File: src/rtl/core/cdsg_pkg.sv
package cdsg_pkg;

    localparam int DAY_NUMBER_W = 22;
    localparam int YEAR_W       = 14;
    localparam int MONTH_W      = 4;
    localparam int DAY_W        = 5;
    localparam int WEEKDAY_W    = 3;
    localparam int WEEK_W       = 3;
    localparam int WEEK_END_W   = 4;
    localparam int CFG_INDEX_W  = 3;
    localparam int CFG_DATA_W   = 22;

    // Configuration register indexes.
    localparam logic [CFG_INDEX_W-1:0] REG_BEGIN_DAY_NUMBER = 3'd0;
    localparam logic [CFG_INDEX_W-1:0] REG_END_DAY_NUMBER   = 3'd1;
    localparam logic [CFG_INDEX_W-1:0] REG_BEGIN_YEAR       = 3'd2;
    localparam logic [CFG_INDEX_W-1:0] REG_BEGIN_MONTH      = 3'd3;
    localparam logic [CFG_INDEX_W-1:0] REG_BEGIN_DAY        = 3'd4;
    localparam logic [CFG_INDEX_W-1:0] REG_BEGIN_WEEKDAY    = 3'd5;

    // Reset values: 2000-01-01, a Saturday, through 2000-12-31.
    localparam logic [DAY_NUMBER_W-1:0] RST_BEGIN_DAY_NUMBER = 22'd730120;
    localparam logic [DAY_NUMBER_W-1:0] RST_END_DAY_NUMBER   = 22'd730485;
    localparam logic [YEAR_W-1:0]       RST_BEGIN_YEAR       = 14'd2000;
    localparam logic [MONTH_W-1:0]      RST_BEGIN_MONTH      = 4'd1;
    localparam logic [DAY_W-1:0]        RST_BEGIN_DAY        = 5'd1;
    localparam logic [WEEKDAY_W-1:0]    RST_BEGIN_WEEKDAY    = 3'd6;

    typedef struct packed {
        logic [DAY_NUMBER_W-1:0] day_number;
        logic [YEAR_W-1:0]       year;
        logic [MONTH_W-1:0]      month;
        logic [DAY_W-1:0]        day;
        logic [WEEKDAY_W-1:0]    weekday;
    } date_t;

    typedef struct packed {
        date_t                   begin_date;
        logic [DAY_NUMBER_W-1:0] end_day_number;
    } cfg_t;

    typedef struct packed {
        date_t                        date;
        logic [WEEK_W-1:0]            week_of_month;
        logic signed [WEEK_END_W-1:0] week_from_end;
        logic                         last_of_month;
        logic                         last_of_range;
    } day_rec_t;

endpackage

File: src/rtl/core/cdsg_tick_if.sv
interface cdsg_tick_if;
    logic valid;
    logic ready;
    logic restart;

    modport source (output valid, output restart, input ready);
    modport sink (input valid, input restart, output ready);
endinterface

File: src/rtl/core/cdsg_day_if.sv
interface cdsg_day_if;
    logic                                         valid;
    logic                                         ready;
    logic [cdsg_pkg::DAY_NUMBER_W-1:0]            day_number;
    logic [cdsg_pkg::YEAR_W-1:0]                  year;
    logic [cdsg_pkg::MONTH_W-1:0]                 month;
    logic [cdsg_pkg::DAY_W-1:0]                   day_of_month;
    logic [cdsg_pkg::WEEKDAY_W-1:0]               weekday;
    logic [cdsg_pkg::WEEK_W-1:0]                  week_of_month;
    logic signed [cdsg_pkg::WEEK_END_W-1:0]       week_from_end;
    logic                                         last_of_month;
    logic                                         last_of_range;

    modport source (
        output valid, output day_number, output year, output month,
        output day_of_month, output weekday, output week_of_month,
        output week_from_end, output last_of_month, output last_of_range,
        input ready
    );
    modport sink (
        input valid, input day_number, input year, input month,
        input day_of_month, input weekday, input week_of_month,
        input week_from_end, input last_of_month, input last_of_range,
        output ready
    );
endinterface

File: src/rtl/core/cdsg_cfg_regs.sv
module cdsg_cfg_regs (
    input  logic                               clk,
    input  logic                               rst_n,
    input  logic                               cfg_we,
    input  logic [cdsg_pkg::CFG_INDEX_W-1:0]   cfg_index,
    input  logic [cdsg_pkg::CFG_DATA_W-1:0]    cfg_wdata,
    output cdsg_pkg::cfg_t                     cfg
);

    cdsg_pkg::cfg_t cfg_reg;
    cdsg_pkg::cfg_t cfg_next;

    always_comb
    begin
        cfg_next = cfg_reg;
        if (cfg_we)
        begin
            case (cfg_index)
                cdsg_pkg::REG_BEGIN_DAY_NUMBER:
                    cfg_next.begin_date.day_number = cfg_wdata[cdsg_pkg::DAY_NUMBER_W-1:0];
                cdsg_pkg::REG_END_DAY_NUMBER:
                    cfg_next.end_day_number = cfg_wdata[cdsg_pkg::DAY_NUMBER_W-1:0];
                cdsg_pkg::REG_BEGIN_YEAR:
                    cfg_next.begin_date.year = cfg_wdata[cdsg_pkg::YEAR_W-1:0];
                cdsg_pkg::REG_BEGIN_MONTH:
                    cfg_next.begin_date.month = cfg_wdata[cdsg_pkg::MONTH_W-1:0];
                cdsg_pkg::REG_BEGIN_DAY:
                    cfg_next.begin_date.day = cfg_wdata[cdsg_pkg::DAY_W-1:0];
                cdsg_pkg::REG_BEGIN_WEEKDAY:
                    cfg_next.begin_date.weekday = cfg_wdata[cdsg_pkg::WEEKDAY_W-1:0];
                default:
                    cfg_next = cfg_reg;
            endcase
        end
    end

    always_ff @(posedge clk or negedge rst_n)
    begin
        if (!rst_n)
        begin
            cfg_reg.begin_date.day_number <= cdsg_pkg::RST_BEGIN_DAY_NUMBER;
            cfg_reg.begin_date.year       <= cdsg_pkg::RST_BEGIN_YEAR;
            cfg_reg.begin_date.month      <= cdsg_pkg::RST_BEGIN_MONTH;
            cfg_reg.begin_date.day        <= cdsg_pkg::RST_BEGIN_DAY;
            cfg_reg.begin_date.weekday    <= cdsg_pkg::RST_BEGIN_WEEKDAY;
            cfg_reg.end_day_number        <= cdsg_pkg::RST_END_DAY_NUMBER;
        end
        else
        begin
            cfg_reg <= cfg_next;
        end
    end

    assign cfg = cfg_reg;

endmodule

File: src/rtl/core/cdsg_step.sv
module cdsg_step (
    input  cdsg_pkg::date_t                    cur,
    input  cdsg_pkg::cfg_t                     cfg,
    output cdsg_pkg::day_rec_t                 rec,
    output cdsg_pkg::date_t                    nxt
);

    // Seven-day groups in a value of at most 31.
    function automatic logic [2:0] div7(input logic [4:0] d);
        logic [2:0] q;
        if (d >= 5'd28)
            q = 3'd4;
        else if (d >= 5'd21)
            q = 3'd3;
        else if (d >= 5'd14)
            q = 3'd2;
        else if (d >= 5'd7)
            q = 3'd1;
        else
            q = 3'd0;
        return q;
    endfunction

    logic [24:0] yr_prod;
    logic [9:0]  yr_q25;
    logic [13:0] yr_rem_raw;
    logic [5:0]  yr_rem;
    logic [5:0]  yr_mod25;
    logic        leap;
    logic [4:0]  mlen;
    logic        last_m;
    logic        last_r;
    logic [4:0]  days_left;
    logic [2:0]  back;
    logic [2:0]  wom;

    // Year mod 25 by a reciprocal multiply. 1310/2^15 sits just below 1/25,
    // so the quotient is exact or one short and the remainder stays below 50.
    always_comb
    begin
        yr_prod    = 25'(cur.year) * 25'd1310;
        yr_q25     = yr_prod[24:15];
        yr_rem_raw = cur.year - (14'(yr_q25) << 4) - (14'(yr_q25) << 3) - 14'(yr_q25);
        yr_rem     = yr_rem_raw[5:0];
        yr_mod25   = (yr_rem >= 6'd25) ? (yr_rem - 6'd25) : yr_rem;
        // Divisible by 4, and either not by 100 or also by 400 (16 and 25).
        leap = (cur.year[1:0] == 2'd0) && ((yr_mod25 != 6'd0) || (cur.year[3:0] == 4'd0));
    end

    always_comb
    begin
        case (cur.month)
            4'd4, 4'd6, 4'd9, 4'd11: mlen = 5'd30;
            4'd2:                    mlen = leap ? 5'd29 : 5'd28;
            default:                 mlen = 5'd31;
        endcase
    end

    always_comb
    begin
        last_m    = (cur.day >= mlen);
        last_r    = (cur.day_number == cfg.end_day_number);
        days_left = mlen - cur.day;
        back      = last_m ? 3'd1 : (div7(days_left) + 3'd1);
        wom       = (cur.day == 5'd0) ? 3'd1 : (div7(cur.day - 5'd1) + 3'd1);

        rec.date          = cur;
        rec.week_of_month = wom;
        rec.week_from_end = $signed(4'd0 - {1'b0, back});
        rec.last_of_month = last_m;
        rec.last_of_range = last_r;
    end

    always_comb
    begin
        nxt = cur;
        if (last_r)
        begin
            nxt = cfg.begin_date;
        end
        else
        begin
            nxt.day_number = cur.day_number + 22'd1;
            nxt.weekday    = (cur.weekday >= 3'd6) ? 3'd0 : (cur.weekday + 3'd1);
            if (last_m)
            begin
                nxt.day = 5'd1;
                if ((cur.month >= 4'd12) || (cur.month == 4'd0))
                begin
                    nxt.month = 4'd1;
                    nxt.year  = cur.year + 14'd1;
                end
                else
                begin
                    nxt.month = cur.month + 4'd1;
                end
            end
            else
            begin
                nxt.day = cur.day + 5'd1;
            end
        end
    end

endmodule

File: src/rtl/core/calendar_day_sequence_generator_core.sv
// Calendar day sequence generator. Every beat on the tick channel yields
// exactly one beat on the day channel describing the current day of the
// proleptic Gregorian calendar, after which the block steps to the next day;
// when the emitted day is the configured end day, it wraps to the configured
// begin date. A tick with restart set reloads the begin date before the day
// is described. The block takes one tick per clock cycle with no bubbles: the
// record for a tick appears in the output register on the cycle after the
// tick is taken, and a new tick is taken in the same cycle that the previous
// record is drained. The cycle time is set by the single step path from the
// current-date register through the leap-year check (a small constant
// multiply), the month length table and the next-date logic. Register writes
// only change the begin and end settings; the running date picks up the begin
// date on a restart or a wrap. Software supplies the begin date already split
// into year, month, day and weekday, consistent with its day number.
module calendar_day_sequence_generator_core (
    input  logic                               clk,
    input  logic                               rst_n,
    input  logic                               cfg_we,
    input  logic [cdsg_pkg::CFG_INDEX_W-1:0]   cfg_index,
    input  logic [cdsg_pkg::CFG_DATA_W-1:0]    cfg_wdata,
    cdsg_tick_if.sink                          tick,
    cdsg_day_if.source                         day
);

    cdsg_pkg::cfg_t     cfg;
    cdsg_pkg::date_t    cur_reg;
    cdsg_pkg::date_t    cur_next;
    cdsg_pkg::date_t    step_in;
    cdsg_pkg::date_t    step_nxt;
    cdsg_pkg::day_rec_t step_rec;
    cdsg_pkg::day_rec_t rec_reg;
    logic               out_valid_reg;
    logic               out_valid_next;
    logic               tick_ready;
    logic               tick_take;

    cdsg_cfg_regs u_cfg_regs (
        .clk       (clk),
        .rst_n     (rst_n),
        .cfg_we    (cfg_we),
        .cfg_index (cfg_index),
        .cfg_wdata (cfg_wdata),
        .cfg       (cfg)
    );

    // A restart replaces the running date with the begin date for this beat.
    assign step_in = tick.restart ? cfg.begin_date : cur_reg;

    cdsg_step u_step (
        .cur (step_in),
        .cfg (cfg),
        .rec (step_rec),
        .nxt (step_nxt)
    );

    // The output register frees up in the same cycle its beat is taken, so
    // a tick is accepted whenever the register is empty or being drained.
    assign tick_ready = !out_valid_reg || day.ready;
    assign tick_take  = tick.valid && tick_ready;
    assign tick.ready = tick_ready;

    always_comb
    begin
        cur_next       = cur_reg;
        out_valid_next = out_valid_reg;
        if (tick_take)
        begin
            cur_next       = step_nxt;
            out_valid_next = 1'b1;
        end
        else if (day.ready)
        begin
            out_valid_next = 1'b0;
        end
    end

    // The running date comes out of reset at the reset begin date.
    always_ff @(posedge clk or negedge rst_n)
    begin
        if (!rst_n)
        begin
            cur_reg.day_number <= cdsg_pkg::RST_BEGIN_DAY_NUMBER;
            cur_reg.year       <= cdsg_pkg::RST_BEGIN_YEAR;
            cur_reg.month      <= cdsg_pkg::RST_BEGIN_MONTH;
            cur_reg.day        <= cdsg_pkg::RST_BEGIN_DAY;
            cur_reg.weekday    <= cdsg_pkg::RST_BEGIN_WEEKDAY;
            out_valid_reg      <= 1'b0;
        end
        else
        begin
            cur_reg       <= cur_next;
            out_valid_reg <= out_valid_next;
        end
    end

    // Result payload is loaded only on an accepted tick.
    always_ff @(posedge clk)
    begin
        if (tick_take)
        begin
            rec_reg <= step_rec;
        end
    end

    assign day.valid         = out_valid_reg;
    assign day.day_number    = rec_reg.date.day_number;
    assign day.year          = rec_reg.date.year;
    assign day.month         = rec_reg.date.month;
    assign day.day_of_month  = rec_reg.date.day;
    assign day.weekday       = rec_reg.date.weekday;
    assign day.week_of_month = rec_reg.week_of_month;
    assign day.week_from_end = rec_reg.week_from_end;
    assign day.last_of_month = rec_reg.last_of_month;
    assign day.last_of_range = rec_reg.last_of_range;

endmodule
File: src/flat_wrapper.sv
// flat-port wrapper written by rule: the top's interface ports become plain ports
module calendar_day_sequence_generator_core_flat 
  (clk, rst_n, cfg_we, cfg_index, cfg_wdata, tick_valid, tick_restart, tick_ready, day_valid, day_day_number, day_year, day_month, day_day_of_month, day_weekday, day_week_of_month, day_week_from_end, day_last_of_month, day_last_of_range, day_ready);
  cdsg_tick_if tick_i ();
  cdsg_day_if day_i ();
  input  logic clk;
  input  logic rst_n;
  input  logic cfg_we;
  input  logic [cdsg_pkg::CFG_INDEX_W-1:0] cfg_index;
  input  logic [cdsg_pkg::CFG_DATA_W-1:0] cfg_wdata;
  input wire logic [$bits(tick_i.valid)-1:0] tick_valid;
  input wire logic [$bits(tick_i.restart)-1:0] tick_restart;
  output wire logic [$bits(tick_i.ready)-1:0] tick_ready;
  output wire logic [$bits(day_i.valid)-1:0] day_valid;
  output wire logic [$bits(day_i.day_number)-1:0] day_day_number;
  output wire logic [$bits(day_i.year)-1:0] day_year;
  output wire logic [$bits(day_i.month)-1:0] day_month;
  output wire logic [$bits(day_i.day_of_month)-1:0] day_day_of_month;
  output wire logic [$bits(day_i.weekday)-1:0] day_weekday;
  output wire logic [$bits(day_i.week_of_month)-1:0] day_week_of_month;
  output wire logic [$bits(day_i.week_from_end)-1:0] day_week_from_end;
  output wire logic [$bits(day_i.last_of_month)-1:0] day_last_of_month;
  output wire logic [$bits(day_i.last_of_range)-1:0] day_last_of_range;
  input wire logic [$bits(day_i.ready)-1:0] day_ready;
  assign tick_i.valid = tick_valid;
  assign tick_i.restart = tick_restart;
  assign tick_ready = tick_i.ready;
  assign day_valid = day_i.valid;
  assign day_day_number = day_i.day_number;
  assign day_year = day_i.year;
  assign day_month = day_i.month;
  assign day_day_of_month = day_i.day_of_month;
  assign day_weekday = day_i.weekday;
  assign day_week_of_month = day_i.week_of_month;
  assign day_week_from_end = day_i.week_from_end;
  assign day_last_of_month = day_i.last_of_month;
  assign day_last_of_range = day_i.last_of_range;
  assign day_i.ready = day_ready;
  calendar_day_sequence_generator_core u_core (.clk(clk), .rst_n(rst_n), .cfg_we(cfg_we), .cfg_index(cfg_index), .cfg_wdata(cfg_wdata), .tick(tick_i), .day(day_i));
endmodule
File: config.mk
export PLATFORM = sky130hd
export DESIGN_NAME = calendar_day_sequence_generator_core_flat
export DESIGN_NICKNAME = d
export VERILOG_FILES = /design/src/rtl/core/cdsg_pkg.sv /design/src/rtl/core/cdsg_tick_if.sv /design/src/rtl/core/cdsg_day_if.sv /design/src/rtl/core/cdsg_cfg_regs.sv /design/src/rtl/core/cdsg_step.sv /design/src/rtl/core/calendar_day_sequence_generator_core.sv /design/src/flat_wrapper.sv
export SDC_FILE = /design/constraint.sdc
export NUM_CORES = 1
export LEC_CHECK = 0
export BUFFER_PORTS_ARGS = -buffer_cell sky130_fd_sc_hd__buf_4
export CAP_MARGIN = 0
export CORE_MARGIN = 5
export CORE_UTILIZATION = 55
export DETAILED_ROUTE_END_ITERATION = 10
export HOLD_SLACK_MARGIN = 0.08
export PLACE_DENSITY = 0.81
export SLEW_MARGIN = 0
export SYNTH_ARGS = -nofsm -noshare
export SYNTH_HDL_FRONTEND = slang
export SYNTH_SLANG_ARGS = --single-unit
File: constraint.sdc
create_clock -name clk -period 9.3 [get_ports clk]
set_clock_uncertainty 0.15 [all_clocks]
set_input_delay 1.86 -clock clk [delete_from_list [all_inputs] [get_ports clk]]
set_output_delay 1.86 -clock clk [all_outputs]
set_load 0.005 [all_outputs]
==> results.tsv <==
metric	value	unit
Worst-Skew Late Latency	440	ps
clk buf depth	2	
Ant. Diodes	0	
TritonCTS clock tree	yes	
Post-Syn Nets	1359	
Max Cap Viol	0	
Final Worst Setup Slack	-1095	ps
async set-or-reset flop fraction in the synthesized netlist	67.61	%
Setup crit start kind	primary input	
critical setup path kind	primary input to flop	
I/O Pins	90	
vias in the first global route	10510	
WL/cell	20.07	um
critical path's slowest cell	fa_2	
initial antenna violation count	0	
clk slew on worst S/H paths	70	ps
initial core utilization	55.37	%
number of port buffers	89	
minimum clock period	10400	ps
Rows	55	
final net count	1554	
mapped cell area	12460	sq um
share of layout cells above drive strength 1	36.02	%
grt ovf	0	
vias	10200	
Data arrival, critical path	10590	ps
Clock Tree Root	clkbuf_16	
critical-path maximum fanout	7	
Mapped Avg Cell Area	10.56	sq um
dominant synthesized flop cell	dfrtp_1	
biggest area consumer among synthesized cells	dfrtp_1	
#FFs+latches synth	176	
Tightest Pin Transition	1266	ps
Fin. Hold Viols	0	
violated checks	negative setup slack	
Area Growth Syn to Fin	24.26	%
RSZ-0062 raised after global routing	true	
wirelength, routed	33.57	mm
post-synthesis cell count	1180	
most frequent CP cell	buf_4	
area of the multi-input gates	7418	sq um
share of the synthesized area in the top cell type	15.26	%
dpl cells	1602	
Worst slew margin	15.60	%
max FFs per register	70	
DP HPWL	21.17	mm
Final period util	111.8	%
Die Area	25760	sq um
routability cong.	0.8711	
Final ANT Viol Nets	0	
most area-consuming cells after synthesis	dfrtp_1 15%, edfxtp_1 14%, ha_1 11%	
Setup-failing EPs final	27	
Sink Count	176	
cts-stage hold buffer count	0	
fmax	96.20	MHz
buffers and inverters on the worst path	15	
yosys warns	0	
Filler cells	1525	
sequential area share after synthesis	38.07	%
worst min-delay path class	flop to flop	
status	finished with violations	
H-tree levels	4	
GRT Util Overall	24.95	%
Yosys cell types	72	
Post-route DRC	0	
pin count of the biggest net entering global routing	82	
Die H	160.5	um
register-to-register setup slack	60	ps
storage element area	4743	sq um
DR iter-0 viols	1133	
Critical Path Max Stage Delay	530	ps
first-pass GRT wire length	52.76	mm
total CTS buffers	17	
EDFF count, synth	57	
Core ar.	22500	sq um
die width	160.5	um
Worst setup EP type	flop	
CP required	9490	ps
Non-Filler Instances	1673	
Final Max Tran Viols	0	
CP top delay family	adder cells	
DR vias/cell	6.095	
drt pass-1 iters	8	
## worst paths after layout
path	cells past startpoint	endpoint	from
max	43	u_core.cur_reg[7]$_DFFE_PN0P_	tick_restart
min	2	u_core.cur_reg[7]$_DFFE_PN0P_	u_core.cur_reg[7]$_DFFE_PN0P_
max reg2reg	42	u_core.cur_reg[7]$_DFFE_PN0P_	u_core.u_cfg_regs.cfg[44]$_DFFE_PN1P_
min reg2reg	2	u_core.cur_reg[7]$_DFFE_PN0P_	u_core.cur_reg[7]$_DFFE_PN0P_
max in group asynchronous	2	u_core.day.valid$_DFFE_PN0P_	rst_n
min in group asynchronous	1	u_core.cur_reg[26]$_DFFE_PN0P_	rst_n
## cell usage after synthesis (all sizes together) (6+ instances only)
| cell type | number |
|---|---|
| inv | 147 |
| ha | 106 |
| mux2 | 83 |
| dfrtp | 76 |
| nand2 | 65 |
| edfxtp | 57 |
| o21ai | 57 |
| a21oi | 56 |
| nor3 | 51 |
| nor2 | 48 |
| dfstp | 43 |
| fa | 42 |
| mux2i | 41 |
| nand3 | 32 |
| xnor2 | 32 |
| a21o | 25 |
| buf | 25 |
| o22ai | 22 |
| clkbuf | 21 |
| xor2 | 17 |
| a221oi | 16 |
| a222oi | 12 |
| a211oi | 9 |
| nor4 | 8 |
| nand2b | 7 |
| nor2b | 7 |
| and3 | 6 |
| nand3b | 6 |
| nand4 | 6 |
## final cells by class
cell class	instances	area share, %
multi-input cells	810	47.92
flip-flops and latches	176	30.64
repair buffers	222	11.67
inverters	148	3.750
clock buffers	18	2.772
well taps	285	2.303
clock inverters	14	0.9536
## kinds of logic (layout without fill, tap and decap cells)
kind of cell,count (synthesis),in the layout,synth area share [%]
muxes,124,124,11.18
AOI/OAI and AO/OA,231,231,12.48
DFF,176,176,38.07
xor gates and xnor gates,51,51,3.806
buffers and inverters,194,402,6.558
and+or+nand+nor,254,254,10.40
adders and majority gates,149,149,17.47
other,1,1,0.03010
## metal layers
| metal | vias to the layer above | track usage [%] | wire (um) |
|---|---|---|---|
| li1 | 4563 | - | - |
| met1 | 5063 | 31.34 | 13170 |
| met2 | 480 | 43.86 | 17150 |
| met3 | 91 | 4.003 | 2291 |
| met4 | 0 | 8.565 | 963 |
| met5 | - | 0 | 0 |
## timing repair
item | 4_1_cts | 5_1_grt
gates cloned | 1 | 0
pin swaps | 48 | 21
gates resized for setup | 80 | 48
hold endpoints to repair | 0 | 0
setup buffers | 27 | 12
setup endpoints to repair | 27 | 27
## through the flow
stage | utilization (%) | setup TNS (ps) | instance area [sq um] | worst slack, ps | hold WS (ps)
6_report | 68.80 | -23810 | 15480 | -1095 | 327.7
4_1_cts | 67.71 | -19760 | 15240 | -871.2 | 331.3
3_3_place_gp | 62.71 | -35230 | 14110 | -1510 | 306.7
3_5_place_dp | 62.71 | -42440 | 14110 | -1754 | 317.1
2_1_floorplan | - | -43700 | 12710 | -1938 | 296.0
5_1_grt | 68.80 | -31360 | 15480 | -1341 | 346.2
## cell usage in the layout, fill, tap and decap left out, types with 6 or more instances in the layout
cell type,count
xnor2_1,31
inv_1,128
buf_4,200
nor3_1,45
a222oi_1,12
o22ai_1,22
mux2_2,83
clkbuf_16,17
inv_2,15
xor2_1,16
a221oi_2,10
a21o_1,25
dfstp_2,43
nor2_1,42
dfrtp_1,76
a21oi_1,53
ha_4,7
mux2i_1,25
nand3_1,25
fa_1,38
edfxtp_1,57
a221oi_1,6
nor2_4,6
o21ai_0,31
buf_6,16
mux2i_4,10
mux2i_2,6
ha_1,97
o21ai_1,22
nand2b_1,7
inv_8,6
nand2_1,59
## worst reg2reg max path, delay by kind of cell, from the launching register on
| family | cells | cell delay (ps) |
|---|---|---|
| xor+xnor | 2 | 480 |
| compound gates | 11 | 2040 |
| simple gates | 4 | 710 |
| fa+ha+maj | 10 | 3780 |
| mux | 1 | 110 |
| buf+inv | 14 | 1260 |
| flops | 1 | 610 |
Power is not shown: default switching activity piles up to over one toggle a cycle in this logic, so the estimate is an artifact.
